==> config.mk <==
export PLATFORM = sky130hd
export DESIGN_NAME = two_axis_line_step_generator
export DESIGN_NICKNAME = d
export VERILOG_FILES = /design/src/hw/rtl/tals_pkg.sv /design/src/hw/rtl/two_axis_line_step_generator.sv
export SDC_FILE = /design/constraint.sdc
export NUM_CORES = 1
export LEC_CHECK = 0
export ABC_AREA = 1
export BUFFER_PORTS_ARGS = -buffer_cell sky130_fd_sc_hd__buf_2
export CAP_MARGIN = 20
export CORE_MARGIN = 2
export CORE_UTILIZATION = 60
export CTS_BUF_LIST = sky130_fd_sc_hd__clkbuf_2 sky130_fd_sc_hd__clkbuf_4 sky130_fd_sc_hd__clkbuf_8
export DETAILED_ROUTE_END_ITERATION = 6
export PLACE_DENSITY = 0.86
export SYNTH_ARGS = -nofsm -noshare
export SYNTH_HDL_FRONTEND = slang
export SYNTH_SLANG_ARGS = --single-unit
==> constraint.sdc <==
create_clock -name clk -period 12.73 [get_ports clk]
set_input_delay 2.546 -clock clk [delete_from_list [all_inputs] [get_ports clk]]
set_output_delay 2.546 -clock clk [all_outputs]
set_load 0.02 [all_outputs]
==> src/hw/rtl/tals_pkg.sv <==
// ----------------------------------------------------------------------------
// tals_pkg: shared types and constants for the two-axis line step generator
// Holds coordinate widths, step and opcode codes, and the item structs of the
// input and result channels.
// ----------------------------------------------------------------------------
package tals_pkg;

  // Width of the stored axis positions; they wrap at this width.
  localparam int COORD_BITS = 16;

  // Width of the coordinate fields on the channels.
  localparam int FIELD_BITS = 16;

  // Signed move delta: target minus position, without wrap.
  localparam int DELTA_W = ((COORD_BITS > FIELD_BITS) ? COORD_BITS : FIELD_BITS) + 1;

  // Unsigned major length and step count.
  localparam int LEN_W = DELTA_W;

  // Rounding residue; stays within half a major length plus one minor delta.
  localparam int ERR_W = DELTA_W + 2;

  localparam logic OP_LOAD = 1'b0;
  localparam logic OP_TICK = 1'b1;

  localparam logic [1:0] STEP_NONE = 2'd0;
  localparam logic [1:0] STEP_UP   = 2'd1;
  localparam logic [1:0] STEP_DOWN = 2'd2;

  typedef struct packed {
    logic                         opcode;
    logic signed [FIELD_BITS-1:0] target_a;
    logic signed [FIELD_BITS-1:0] target_b;
  } in_item_t;

  typedef struct packed {
    logic [1:0]                   step_a;
    logic [1:0]                   step_b;
    logic                         busy_res;
    logic                         rejected;
    logic signed [FIELD_BITS-1:0] position_a;
    logic signed [FIELD_BITS-1:0] position_b;
  } out_item_t;

endpackage

==> src/hw/rtl/two_axis_line_step_generator.sv <==
// ----------------------------------------------------------------------------
// two_axis_line_step_generator: straight-line stepper for two axes
// Loads a target, then steps the major axis once per tick while the minor
// axis follows the exactly rounded ideal line.
// ----------------------------------------------------------------------------
// Usage
//   in_*  : one item per handshake. opcode OP_LOAD starts a move toward
//           (target_a, target_b); opcode OP_TICK advances the move by one
//           major-axis step. A load that arrives while a move is running is
//           dropped and answered with rejected set.
//   out_* : exactly one result item per input item, in order: the step
//           codes of this item, whether steps remain, and both positions.
//   Path: an accepted item lands in the input register, then moves on into
//           the result register, which drives out_valid.
//   Throughput: one item per cycle while out_ready allows; the tick update is
//           adds and compares on the residue, the load a subtract and magnitude compare.
//   Stall: while out_ready is low the result register holds; the input
//           register still takes one more item, then in_ready drops.
//   Reset: rst_n low clears both valid flags, both positions, the step count
//           and the move direction; no item is in flight afterward.
// ----------------------------------------------------------------------------
module two_axis_line_step_generator
  import tals_pkg::*;
(
  input  logic      clk,
  input  logic      rst_n,
  input  logic      in_valid,
  output logic      in_ready,
  input  in_item_t  in_data,
  output logic      out_valid,
  input  logic      out_ready,
  output out_item_t out_data
);

  // Pipeline registers
  logic      s1_valid_r;
  in_item_t  s1_item_r;
  logic      out_valid_r;
  out_item_t out_item_r;

  // Move state
  logic        [COORD_BITS-1:0] pos_a_r, pos_a_nxt;
  logic        [COORD_BITS-1:0] pos_b_r, pos_b_nxt;
  logic        [LEN_W-1:0]      steps_left_r, steps_left_nxt;
  logic                         major_is_a_r, major_is_a_nxt;
  logic                         major_down_r, major_down_nxt;
  logic signed [DELTA_W-1:0]    minor_delta_r, minor_delta_nxt;
  logic        [LEN_W-1:0]      major_length_r, major_length_nxt;
  logic signed [ERR_W-1:0]      err_r, err_nxt;

  out_item_t result_nxt;
  logic      advance;

  // Result register frees up when empty or being taken.
  assign advance   = !out_valid_r || out_ready;
  assign in_ready  = !s1_valid_r || advance;
  assign out_valid = out_valid_r;
  assign out_data  = out_item_r;

  // ---------------------------------------------------------------- load path
  logic signed [DELTA_W-1:0] da, db;
  logic        [LEN_W-1:0]   da_abs, db_abs;
  logic                      load_a_major;

  assign da = DELTA_W'(s1_item_r.target_a) - DELTA_W'(signed'(pos_a_r));
  assign db = DELTA_W'(s1_item_r.target_b) - DELTA_W'(signed'(pos_b_r));
  assign da_abs = da[DELTA_W-1] ? LEN_W'(-da) : LEN_W'(da);
  assign db_abs = db[DELTA_W-1] ? LEN_W'(-db) : LEN_W'(db);
  assign load_a_major = (da_abs >= db_abs);

  // ---------------------------------------------------------------- tick path
  logic signed [ERR_W-1:0] t_sum, len_e;
  logic signed [ERR_W:0]   t_dbl, len_x;
  logic [COORD_BITS-1:0]   minor_pos, major_pos, minor_pos_nxt, major_pos_nxt;
  logic                    minor_up, minor_down, p_nonneg, p_nonpos;

  assign t_sum = err_r + ERR_W'(minor_delta_r);
  assign t_dbl = {t_sum, 1'b0};
  assign len_e = signed'(ERR_W'(major_length_r));
  assign len_x = signed'((ERR_W + 1)'(major_length_r));

  assign minor_pos = major_is_a_r ? pos_b_r : pos_a_r;
  assign major_pos = major_is_a_r ? pos_a_r : pos_b_r;
  assign p_nonneg  = !minor_pos[COORD_BITS-1];
  assign p_nonpos  = minor_pos[COORD_BITS-1] || (minor_pos == '0);

  // Round to nearest; exact halves go away from zero on the absolute coordinate.
  assign minor_up   = (t_dbl > len_x)  || ((t_dbl == len_x) && p_nonneg);
  assign minor_down = (t_dbl < -len_x) || ((t_dbl == -len_x) && p_nonpos);

  assign major_pos_nxt = major_down_r ? major_pos - 1'b1 : major_pos + 1'b1;
  assign minor_pos_nxt = minor_up   ? minor_pos + 1'b1 :
                         minor_down ? minor_pos - 1'b1 : minor_pos;

  // ------------------------------------------------------------ next state
  always_comb begin
    logic [1:0] major_code;
    logic [1:0] minor_code;
    logic       rej;
    logic       stepping;

    pos_a_nxt        = pos_a_r;
    pos_b_nxt        = pos_b_r;
    steps_left_nxt   = steps_left_r;
    major_is_a_nxt   = major_is_a_r;
    major_down_nxt   = major_down_r;
    minor_delta_nxt  = minor_delta_r;
    major_length_nxt = major_length_r;
    err_nxt          = err_r;
    rej              = 1'b0;
    stepping         = 1'b0;

    major_code = major_down_r ? STEP_DOWN : STEP_UP;
    minor_code = minor_up ? STEP_UP : (minor_down ? STEP_DOWN : STEP_NONE);

    if (s1_item_r.opcode == OP_LOAD) begin
      if (steps_left_r != '0) begin
        // Drop a load while a move runs.
        rej = 1'b1;
      end else begin
        major_is_a_nxt   = load_a_major;
        major_down_nxt   = load_a_major ? da[DELTA_W-1] : db[DELTA_W-1];
        major_length_nxt = load_a_major ? da_abs : db_abs;
        minor_delta_nxt  = load_a_major ? db : da;
        err_nxt          = '0;
        steps_left_nxt   = load_a_major ? da_abs : db_abs;
      end
    end else if (steps_left_r != '0) begin
      stepping       = 1'b1;
      steps_left_nxt = steps_left_r - 1'b1;
      if (minor_up) begin
        err_nxt = t_sum - len_e;
      end else if (minor_down) begin
        err_nxt = t_sum + len_e;
      end else begin
        err_nxt = t_sum;
      end
      if (major_is_a_r) begin
        pos_a_nxt = major_pos_nxt;
        pos_b_nxt = minor_pos_nxt;
      end else begin
        pos_b_nxt = major_pos_nxt;
        pos_a_nxt = minor_pos_nxt;
      end
    end

    result_nxt.step_a     = !stepping ? STEP_NONE : (major_is_a_r ? major_code : minor_code);
    result_nxt.step_b     = !stepping ? STEP_NONE : (major_is_a_r ? minor_code : major_code);
    result_nxt.busy_res   = (steps_left_nxt != '0);
    result_nxt.rejected   = rej;
    result_nxt.position_a = FIELD_BITS'(signed'(pos_a_nxt));
    result_nxt.position_b = FIELD_BITS'(signed'(pos_b_nxt));
  end

  // -------------------------------------------------------------- registers
  always_ff @(posedge clk) begin
    if (!rst_n) begin
      s1_valid_r     <= 1'b0;
      out_valid_r    <= 1'b0;
      pos_a_r        <= '0;
      pos_b_r        <= '0;
      steps_left_r   <= '0;
      major_is_a_r   <= 1'b1;
      major_down_r   <= 1'b0;
      minor_delta_r  <= '0;
      major_length_r <= '0;
      err_r          <= '0;
    end else begin
      if (in_ready) begin
        s1_valid_r <= in_valid;
      end
      if (advance) begin
        out_valid_r <= s1_valid_r;
      end
      // Commit the state update only when the result moves into the result register.
      if (advance && s1_valid_r) begin
        pos_a_r        <= pos_a_nxt;
        pos_b_r        <= pos_b_nxt;
        steps_left_r   <= steps_left_nxt;
        major_is_a_r   <= major_is_a_nxt;
        major_down_r   <= major_down_nxt;
        minor_delta_r  <= minor_delta_nxt;
        major_length_r <= major_length_nxt;
        err_r          <= err_nxt;
      end
    end
  end

  // Payload registers need no reset.
  always_ff @(posedge clk) begin
    if (in_ready && in_valid) begin
      s1_item_r <= in_data;
    end
    if (advance && s1_valid_r) begin
      out_item_r <= result_nxt;
    end
  end

endmodule

After elaboration in Yosys (flattened, before gate mapping). Cells that the tools add are included.

Add/sub/neg operators: 13. $lt $le $gt $ge: 3. Equal/unequal tests: 4. Muxes and demuxes: 31. Bitwise gates (word level): 2. Reductions and logical operators: 17.

Operator list (number): 16-bit 2-to-1 mux (11); 17-bit 2-to-1 mux (7); 19-bit 2-to-1 mux (5); 17-bit negation (2); 17-bit nonzero test (2); 16-bit by 16-bit subtractor with 17-bit output (2); 16-bit by 1-bit adder with 16-bit output (second input constant) (2); 16-bit by 1-bit subtractor with 16-bit output (second input constant) (2); 20-bit by 18-bit == test with 1-bit output (1); 20-bit == test (1); 20-bit by 18-bit greater-than comparator with 1-bit output (1); 20-bit less-than comparator (1); 17-bit negation with 20-bit output (1); 19-bit by 17-bit adder with 19-bit output (1); 19-bit by 18-bit adder with 19-bit output (1); 19-bit by 18-bit subtractor with 19-bit output (1); 17-bit >= comparator (1); 17-bit by 1-bit subtractor with 17-bit output (second input constant) (1); 16-bit logical NOT (1); 2-bit 2-to-1 mux (5); 3-bit AND reduction (2); 1-bit logical OR (5); 1-bit logical AND (4); 1-bit logical NOT (3); other kinds (4) (7).

Register bits after elaboration: 177. Input port bits: 37. Output and inout bits: 40. Logic and storage cells: 89.

Logic depth before layout (Yosys ltp). Gate-level depths: netlist of run 1.

Word-level depth: 10. Mapped depth: 35. Depth with buffers taken out: 34.

Worst setup path after synthesis of run 1. OpenSTA, ideal clock, no wires.

Kind: in2out. Start: in out_ready. End: out in_ready. Data arrival time: 2.799 ns. Data required time: 10.184 ns. Setup slack: 7.385 ns. Stages on the path: 2. Path buffers: 0. Cell sequence: inv_1 -> nand3_1.

Word-level cells in the longest chain between the ends: 2.

RTL lines: from (decl) (line two_axis_line_step_generator.sv:31) `input logic out_ready,`; 1-bit logical OR (line two_axis_line_step_generator.sv:55) `assign advance = !out_valid_r || out_ready;`; 1-bit logical OR (line two_axis_line_step_generator.sv:56) `assign in_ready = !s1_valid_r || advance;`; to (decl) (line two_axis_line_step_generator.sv:28) `output logic in_ready,`.

No other way between the ends.

Final worst setup path of run 1.
Start: reg minor_delta_r[0]. End: reg out_item_r, in the netlist out_data[16], data pin.

Word-level cells in the longest chain between the ends: 9. Elaborated cells on any way between the ends: 14. Classes of those cells: add/sub: 1; order compare: 2; eq/ne: 2; mux: 5; reduce/logical: 4.

RTL lines: from (decl) (line two_axis_line_step_generator.sv:47) `logic signed [DELTA_W-1:0] minor_delta_r, minor_delta_nxt;`; from (signal assigned) (line two_axis_line_step_generator.sv:182) `minor_delta_r <= minor_delta_nxt;`; 19-bit by 17-bit adder with 19-bit output * (line two_axis_line_step_generator.sv:77) `assign t_sum = err_r + ERR_W'(minor_delta_r);`; parallel branches: the longest is 4 deep, another holds 20-bit less-than comparator; 16-bit 2-to-1 mux * (line two_axis_line_step_generator.sv:92) `assign minor_pos_nxt = minor_up ? minor_pos + 1'b1 :`; 16-bit 2-to-1 mux * (line two_axis_line_step_generator.sv:138) `if (major_is_a_r) begin`; 16-bit 2-to-1 mux * (line two_axis_line_step_generator.sv:128) `end else if (steps_left_r != '0) begin`; 16-bit 2-to-1 mux * (line two_axis_line_step_generator.sv:116) `if (s1_item_r.opcode == OP_LOAD) begin`; via pos_a_nxt[0] (line two_axis_line_step_generator.sv:42) `logic [COORD_BITS-1:0] pos_a_r, pos_a_nxt;`; to (signal assigned) (line two_axis_line_step_generator.sv:195) `out_item_r <= result_nxt;`; to (decl) (line two_axis_line_step_generator.sv:39) `out_item_t out_item_r;`.

Mark *: on every way through the listed nets, which the timed path passes. A chain may end at the register's enable or synchronous reset.

==> results of run 1 <==
==> stage by stage <==
| step | hold WS [ps] | total power, µW | cell area, µm² | util | setup WS, ps |
|---|---|---|---|---|---|
| after global routing | 502 | 3300 | 18000 | 0.648 | 5710 |
| final | 484 | 3080 | 18000 | 0.648 | 6240 |
| after detailed placement | 462 | 2580 | 17500 | 0.630 | 6310 |
| after floorplan | 449 | 2090 | 16900 | - | 7380 |
| after CTS | 485 | 3030 | 18000 | 0.647 | 6270 |
| after global placement | 460 | 2560 | 17500 | 0.630 | 6350 |
==> area by class of cell <==
| type | count | area, µm² | area share |
|---|---|---|---|
| flip-flops and latches | 177 | 4260 | 0.236 |
| clock inverters | 15 | 229 | 0.0127 |
| inverters | 379 | 1430 | 0.0793 |
| repair buffers | 88 | 490 | 0.0273 |
| multi-input cells | 1940 | 10900 | 0.605 |
| clock buffers | 17 | 234 | 0.0130 |
| well taps | 378 | 473 | 0.0263 |
==> synth_stat cells (all sizes together) <==
library cell / n
o2111a: 1
o21ai: 150
a22oi: 1
nand3b: 6
and3: 2
and2: 2
or4: 1
o2111ai: 2
buf: 33
nor2: 170
inv: 375
a21oi: 218
edfxtp: 71
clkinv: 4
o311ai: 1
nand3: 207
fa: 7
o41ai: 1
o31ai: 6
a31oi: 5
nand4: 49
xnor2: 17
o21bai: 7
or2: 19
o211ai: 46
ha: 156
a21o: 5
nand2: 683
o221ai: 1
clkbuf: 50
nor4: 10
a211oi: 4
a311oi: 1
a21boi: 7
dfxtp: 106
nor3: 37
xor2: 118
==> where the power goes <==
| part | internal, µW | switching [µW] |
|---|---|---|
| Combinational | 552 | 1400 |
| Clock | 176 | 273 |
| Sequential | 648 | 30.2 |
==> logic make-up after synthesis <==
kind of cell / Yosys count / synth area share
AO/OA/AOI/OAI: 456 / 0.149
XOR/XNOR: 135 / 0.0702
adder cells (fa/ha/maj): 163 / 0.123
buffers and inverters: 462 / 0.107
flip-flops: 177 / 0.251
AND/OR/NAND/NOR: 1186 / 0.299
==> registers in the layout, indices dropped and copies added, names as in the netlist <==
register / count
out_data: 38
s1_item_r: 33
err_r: 19
major_length_r: 17
minor_delta_r: 17
steps_left_r: 17
pos_a_r: 16
pos_b_r: 16
major_down_r: 1
major_is_a_r: 1
out_valid: 1
s1_valid_r: 1
==> metal layers <==
layer	global-route usage	routed length (µm)	vias to the layer above
li1	-	-	8538
met4	0.119	1710	0
met1	0.516	24000	8008
met5	0	0	-
met2	0.588	23900	783
met3	0.0732	5330	104
==> path summary, 6_finish.rpt <==
kind / endpoint / slack, ps / cells after the start
worst max-delay path: out_data[16]$_DFFE_PP_ / 6240 / 33
worst min-delay path: err_r[7]$_SDFFE_PN0P_ / 480 / 2
worst max register to register: out_data[16]$_DFFE_PP_ / 6240 / 33
worst min register to register: err_r[7]$_SDFFE_PN0P_ / 480 / 2
==> tightest hold or removal path: stages, from the launching register on <==
cell and delay [ps]:
dfxtp_1 330, nand2_1 60, a21oi_1 60
==> summary.txt, run 1 <==
Clock network
  • Clock Path Buffers: 2
  • CTS tree: done
  • Number of post-CTS setup repair buffers: 0
  • Cts hold-fix bufs: 0
  • TritonCTS Buffers: 17
  • H-tree depth reported by CTS: 4
  • Clk pin slew, worst setup/hold paths: 110 ps
  • Root Driver: clkbuf_8
  • Clk sinks: 177
  • CTS resizes: 0
  • Clk_lat worst skew: 510 ps

Drt
  • DRT Pass-1 Iters: 6
  • Post-route ant nets: 0
  • DR iter-0 viols: 2,001
  • Drc violations: 0
  • Vias: 17,400
  • Drt wl/cell: 18.4 µm
  • DRT Wirelength: 55,000 µm
  • Via density: 5.82

Min path
  • Hold Path Class: reg -> reg
  • Hold Path Origin: err_r[7]$_SDFFE_PN0P_

Worst setup path
  • Crit path largest cell delay: 570 ps
  • Critical path class: reg -> reg
  • Critical-path top delay cell: inv_2
  • Reg-to-reg critical path startpoint: minor_delta_r[0]$_SDFFE_PN0P_
  • Critical Path RT: about 13,000 ps
  • Crit start category: flip-flop
  • Worst endpoint data arrival time: 6750 ps
  • WP buf/inv: 4
  • Worst Path Max Fanout: 37
  • Worst Setup End Kind: flip-flop
  • Crit-path most repeated cell: nand2_1
  • Crit path max-delay family: simple AND/OR/NAND/NOR gates
  • Crit path launch: minor_delta_r[0]$_SDFFE_PN0P_

Floorplanning
  • Rows: 61
  • Die Height: 172 µm
  • IO Pins: 77
  • Die width: ~170 µm
  • Die Area: 29,600 µm²
  • Core box area: around 28,000 µm²
  • Starting Density: 0.610

Flow run
  • Max Cap Viol: 0

STA
  • Min Tclk post-route: 6490 ps
  • Slew Limit Headroom: 0.283
  • Endpoints failing setup: 0
  • Setup tns final: 0 ps
  • Slew @ Worst Pin: 1070 ps
  • Final critical-path share of the clock period: 0.510
  • Skew final: 30.3 ps
  • RSZ-0062 raised after global routing: false
  • Max frequency: 0.154 GHz
  • Final hold violation count: 0
  • Pins Over Slew Limit: 0

Synth
  • Post-synth top area cell: nand2_1
  • Post-synthesis sequential area ratio: 0.251
  • YS warnings: 0
  • Synth top area share: 0.147
  • Gate Count Post-Synth: ~2,600
  • Avg Inst Size Synth: 6.57 µm²
  • Largest cells by area after synthesis: nand2_1, edfxtp_1, dfxtp_1
  • Mapped cell area: 16,900 µm²
  • Yosys cell types: 53
  • Synth Register Bits: 177
  • Syn_nets: around 2,800

Final layout
  • Number of fill cells in the layout: 2,606
  • Most frequent cells in the layout: nand2_1, inv_1, a21oi_1
  • Commonest non-fill, non-tap cell in the layout: nand2_1
  • Layout Area Growth over Synthesis: 6.18%
  • Share of layout cells above drive strength 1: 0.0719
  • Diode count: 0
  • Nets: 2,803
  • Post-Layout Cell Count: between 2,000 and 3,000

Global routing
  • Global-route wire length before repair: 84,900 µm
  • Largest net degree at the start of global routing: 96
  • Vias in the first global route: 15,800
  • Global Route Usage Sum: 0.374
  • Global route overflow: 0
  • Initial antenna violation count: 0

Pwr
  • Pwr Density: 171 nW/µm²
  • Leakage power: between 0.009 and 0.01 µW
  • Max IR drop VDD: 0.149 mV

Place
  • Detailed placer's ending HPWL: 43,200 µm
  • PortBufs: 76
  • GPL Wtd Cong: around 1
  • Placed Instances: 2,961

Run status
  • Status: finished, final reports clean
Power figures use the tool's default switching activity.
==> inputs of run 2 (changes only) <==
--- a/config.mk
+++ b/config.mk
@@ -9,10 +9,10 @@
 export BUFFER_PORTS_ARGS = -buffer_cell sky130_fd_sc_hd__buf_2
 export CAP_MARGIN = 20
 export CORE_MARGIN = 2
-export CORE_UTILIZATION = 60
+export CORE_UTILIZATION = 59
 export CTS_BUF_LIST = sky130_fd_sc_hd__clkbuf_2 sky130_fd_sc_hd__clkbuf_4 sky130_fd_sc_hd__clkbuf_8
 export DETAILED_ROUTE_END_ITERATION = 6
-export PLACE_DENSITY = 0.86
+export PLACE_DENSITY = 0.88
 export SYNTH_ARGS = -nofsm -noshare
 export SYNTH_HDL_FRONTEND = slang
 export SYNTH_SLANG_ARGS = --single-unit
==> constraint.sdc (replaced) <==
create_clock -name clk -period 5.7 [get_ports clk]
set_input_delay 1.14 -clock clk [delete_from_list [all_inputs] [get_ports clk]]
set_output_delay 1.14 -clock clk [all_outputs]
set_load 0.02 [all_outputs]
==> run 2 against run 1 <==
Worst setup slack got worse by 5800 ps. Total power is 130% higher. Critical path type unchanged. Wire length is 0.93% lower. Largest power group unchanged.
==> summary.txt, run 2 (synthesis results as in run 1) <==
Run status
  • Status: finished, final reports clean (unchanged)

STA
  • Endpoints failing setup: 0 (unchanged)
  • Pins Over Slew Limit: 0 (unchanged)
  • Skew final: 24.3 ps (was 30.3 ps)
  • Setup tns final: 0 ps (unchanged)
  • Final hold violation count: 0 (unchanged)
  • Max frequency: 0.192 GHz (was 0.154 GHz)
  • Slew Limit Headroom: 0.282 (was 0.283)
  • Final critical-path share of the clock period: 0.916 (was 0.510)
  • RSZ-0062 raised after global routing: false (unchanged)
  • Min Tclk post-route: 5220 ps (was 6490 ps)
  • Setup WS post-layout: 479 ps (was 6240 ps)
  • Slew @ Worst Pin: 1080 ps (was 1070 ps)

Final layout
  • Commonest non-fill, non-tap cell in the layout: nand2_1 (unchanged)
  • Most frequent cells in the layout: nand2_1, inv_1, a21oi_1 (unchanged)
  • Nets: 2,818 (was 2,803)
  • Diode count: 0 (unchanged)
  • Share of layout cells above drive strength 1: 0.0775 (was 0.0719)
  • Layout Area Growth over Synthesis: 6.68% (was 6.18%)
  • Largest register FFs: 38 (unchanged)

Worst setup path
  • Worst Path Max Fanout: 19 (was 37)
  • Worst Setup End Kind: flip-flop (unchanged)
  • R2r endpoint: out_data[33]$_DFFE_PP_ (was out_data[16]$_DFFE_PP_)
  • Critical path class: reg -> reg (unchanged)
  • Flop2flop setup slack: 480 ps (was 6240 ps)
  • Reg-to-reg critical path startpoint: pos_a_r[2]$_SDFFE_PN0P_ (was minor_delta_r[0]$_SDFFE_PN0P_)
  • Crit start category: flip-flop (unchanged)
  • Worst endpoint data arrival time: 5480 ps (was 6750 ps)
  • R2R depth: 25 (was 33)
  • Critical Path RT: 5960 ps (was 12,990 ps)

Floorplanning
  • Starting Density: 0.595 (was 0.610)
  • Die Area: 30,100 µm² (was 29,600 µm²)
  • Rows: 62 (was 61)
  • Core box area: 28,500 µm² (was 27,800 µm²)
  • Die Height: 173 µm (was 172 µm)
  • IO Pins: 77 (unchanged)
  • Die width: 173 µm (was 172 µm)

Drt
  • Met1 Wirelength: 21,900 µm (was 24,000 µm)
  • Top routing layer in use: met5 (was met4)
  • Drt wl/cell: 18.1 µm (was 18.4 µm)
  • DR iter-0 viols: 1,692 (was 2,001)
  • DRT Wirelength: 54,400 µm (was 55,000 µm)
  • Met2 wire len: 25,200 µm (was 23,900 µm)
  • Via density: 5.85 (was 5.82)
  • DRT Pass-1 Iters: 7 (was 6)
  • Drc violations: 0 (unchanged)
  • WL met3: 4230 µm (was 5330 µm)
  • Post-route ant nets: 0 (unchanged)
  • Vias: 17,600 (was 17,400)

Pwr
  • Final Power: 6960 µW (was 3080 µW)
  • Max IR drop VDD: 0.348 mV (was 0.149 mV)
  • Leakage power: 0.00940 µW (was 0.00935 µW)
  • Pwr Density: 385 nW/µm² (was 171 nW/µm²)

Global routing
  • Initial antenna violation count: 1 (was 0)
  • Global Route Usage Sum: 0.358 (was 0.374)
  • Vias in the first global route: 16,600 (was 15,800)
  • Global-route wire length before repair: 85,900 µm (was 84,900 µm)
  • Largest net degree at the start of global routing: 71 (was 96)
  • Global route overflow: 0 (unchanged)

Flow run
  • Max Cap Viol: 0 (unchanged)

Min path
  • Hold path depth: 2 (unchanged)
  • Hold Path Class: reg -> reg (unchanged)
  • Hold Path End: err_r[10]$_SDFFE_PN0P_ (was err_r[7]$_SDFFE_PN0P_)
  • Hold Path Origin: err_r[10]$_SDFFE_PN0P_ (was err_r[7]$_SDFFE_PN0P_)

Clock network
  • TritonCTS Buffers: 17 (unchanged)
  • Cts hold-fix bufs: 0 (unchanged)
  • CTS tree: done (unchanged)
  • Clk pin slew, worst setup/hold paths: 100 ps (was 110 ps)
  • H-tree depth reported by CTS: 4 (unchanged)
  • Clk_lat worst skew: 510 ps (about the same)
  • Clock Path Buffers: 2 (unchanged)
  • Root Driver: clkbuf_8 (unchanged)
  • Clk sinks: 177 (unchanged)

Place
  • Pre-CTS setup slack: 374 ps (was 6310 ps)
  • Detailed placer's ending HPWL: 42,900 µm (was 43,200 µm)
  • GPL Wtd Cong: 1.03 (was 0.999)
  • PortBufs: 76 (unchanged)
==> run 2: cell types whose count changed in the layout (fill, tap and decap cells not counted), moves of 2 or more <==
cell and change:
inv_12 -4, inv_8 +3, bufinv_16 +2, clkinv_8 -5
clkinvlp_4 +3, buf_4 +16
==> run 2: how the worst max path moves through the flow <==
stage                                              from                       end  slack, ps  cells past startpoint
final                           pos_a_r[2]$_SDFFE_PN0P_    out_data[33]$_DFFE_PP_        480                     25
after global routing      minor_delta_r[0]$_SDFFE_PN0P_   pos_b_r[4]$_SDFFE_PN0P_         60                     34
after CTS                 minor_delta_r[0]$_SDFFE_PN0P_   pos_b_r[4]$_SDFFE_PN0P_        360                     34
after detailed placement  minor_delta_r[0]$_SDFFE_PN0P_   pos_b_r[9]$_SDFFE_PN0P_        370                     34
after global placement    minor_delta_r[0]$_SDFFE_PN0P_  pos_b_r[10]$_SDFFE_PN0P_        530                     32
after floorplan                 s1_item_r[16]$_DFFE_PP_    out_data[33]$_DFFE_PP_       1350                     31
==> run 2: what timing repair did <==
item,in CTS,in global routing
gates resized for setup,0,2
endpoints found under the setup margin,0,62
buffers inserted,0,0
==> run 2: worst max-delay path: stages (launching register included) <==
cell and delay [ps]:
dfxtp_1 410, inv_1 100, ha_1 400, a21oi_2 190, nand2_1 110, nand3_1 120, nand3_1 100, a21boi_0 240
xor2_1 410, inv_1 240, o21ai_0 200, nand2_1 80, xor2_1 280, inv_1 90, ha_1 300, nand4_1 150
nor3_1 270, nand3_2 120, nand3_2 310, nand2_1 180, nand3_1 170, nand2_1 80, nor2_1 150, nand2_1 70
nor2_1 100, nand3_1 80
==> run 2: metrics by stage <==
stage,utilization,hold WS [ps],std cells,cell area [µm²]
after global placement,0.619,457,2983,17600
after detailed placement,0.619,462,2983,17600
after floorplan,-,449,2579,16900
after global routing,0.635,501,3015,18100
after CTS,0.635,478,3015,18100
final,0.635,475,3015,18100
==> run 2: routing by layer <==
layer,track usage,vias up
li1,-,8551
met1,0.447,8036
met2,0.603,886
met3,0.0485,169
met4,0.193,2
met5,0,-
==> run 2: final cells by class <==
cell class | instances | area (µm²)
multi-input cells | 1940 | 10900
flip-flops and latches | 177 | 4260
well taps | 384 | 480
clock buffers | 18 | 241
fillers | 2635 | 10400
clock inverters | 14 | 199
repair buffers | 103 | 583
inverters | 379 | 1430
==> run 2: report_power, final <==
part / switching, µW / internal, µW / total (µW)
registers: 70.7 / 1450 / 1520
logic: 3100 / 1340 / 4440
clock network: 548 / 455 / 1000
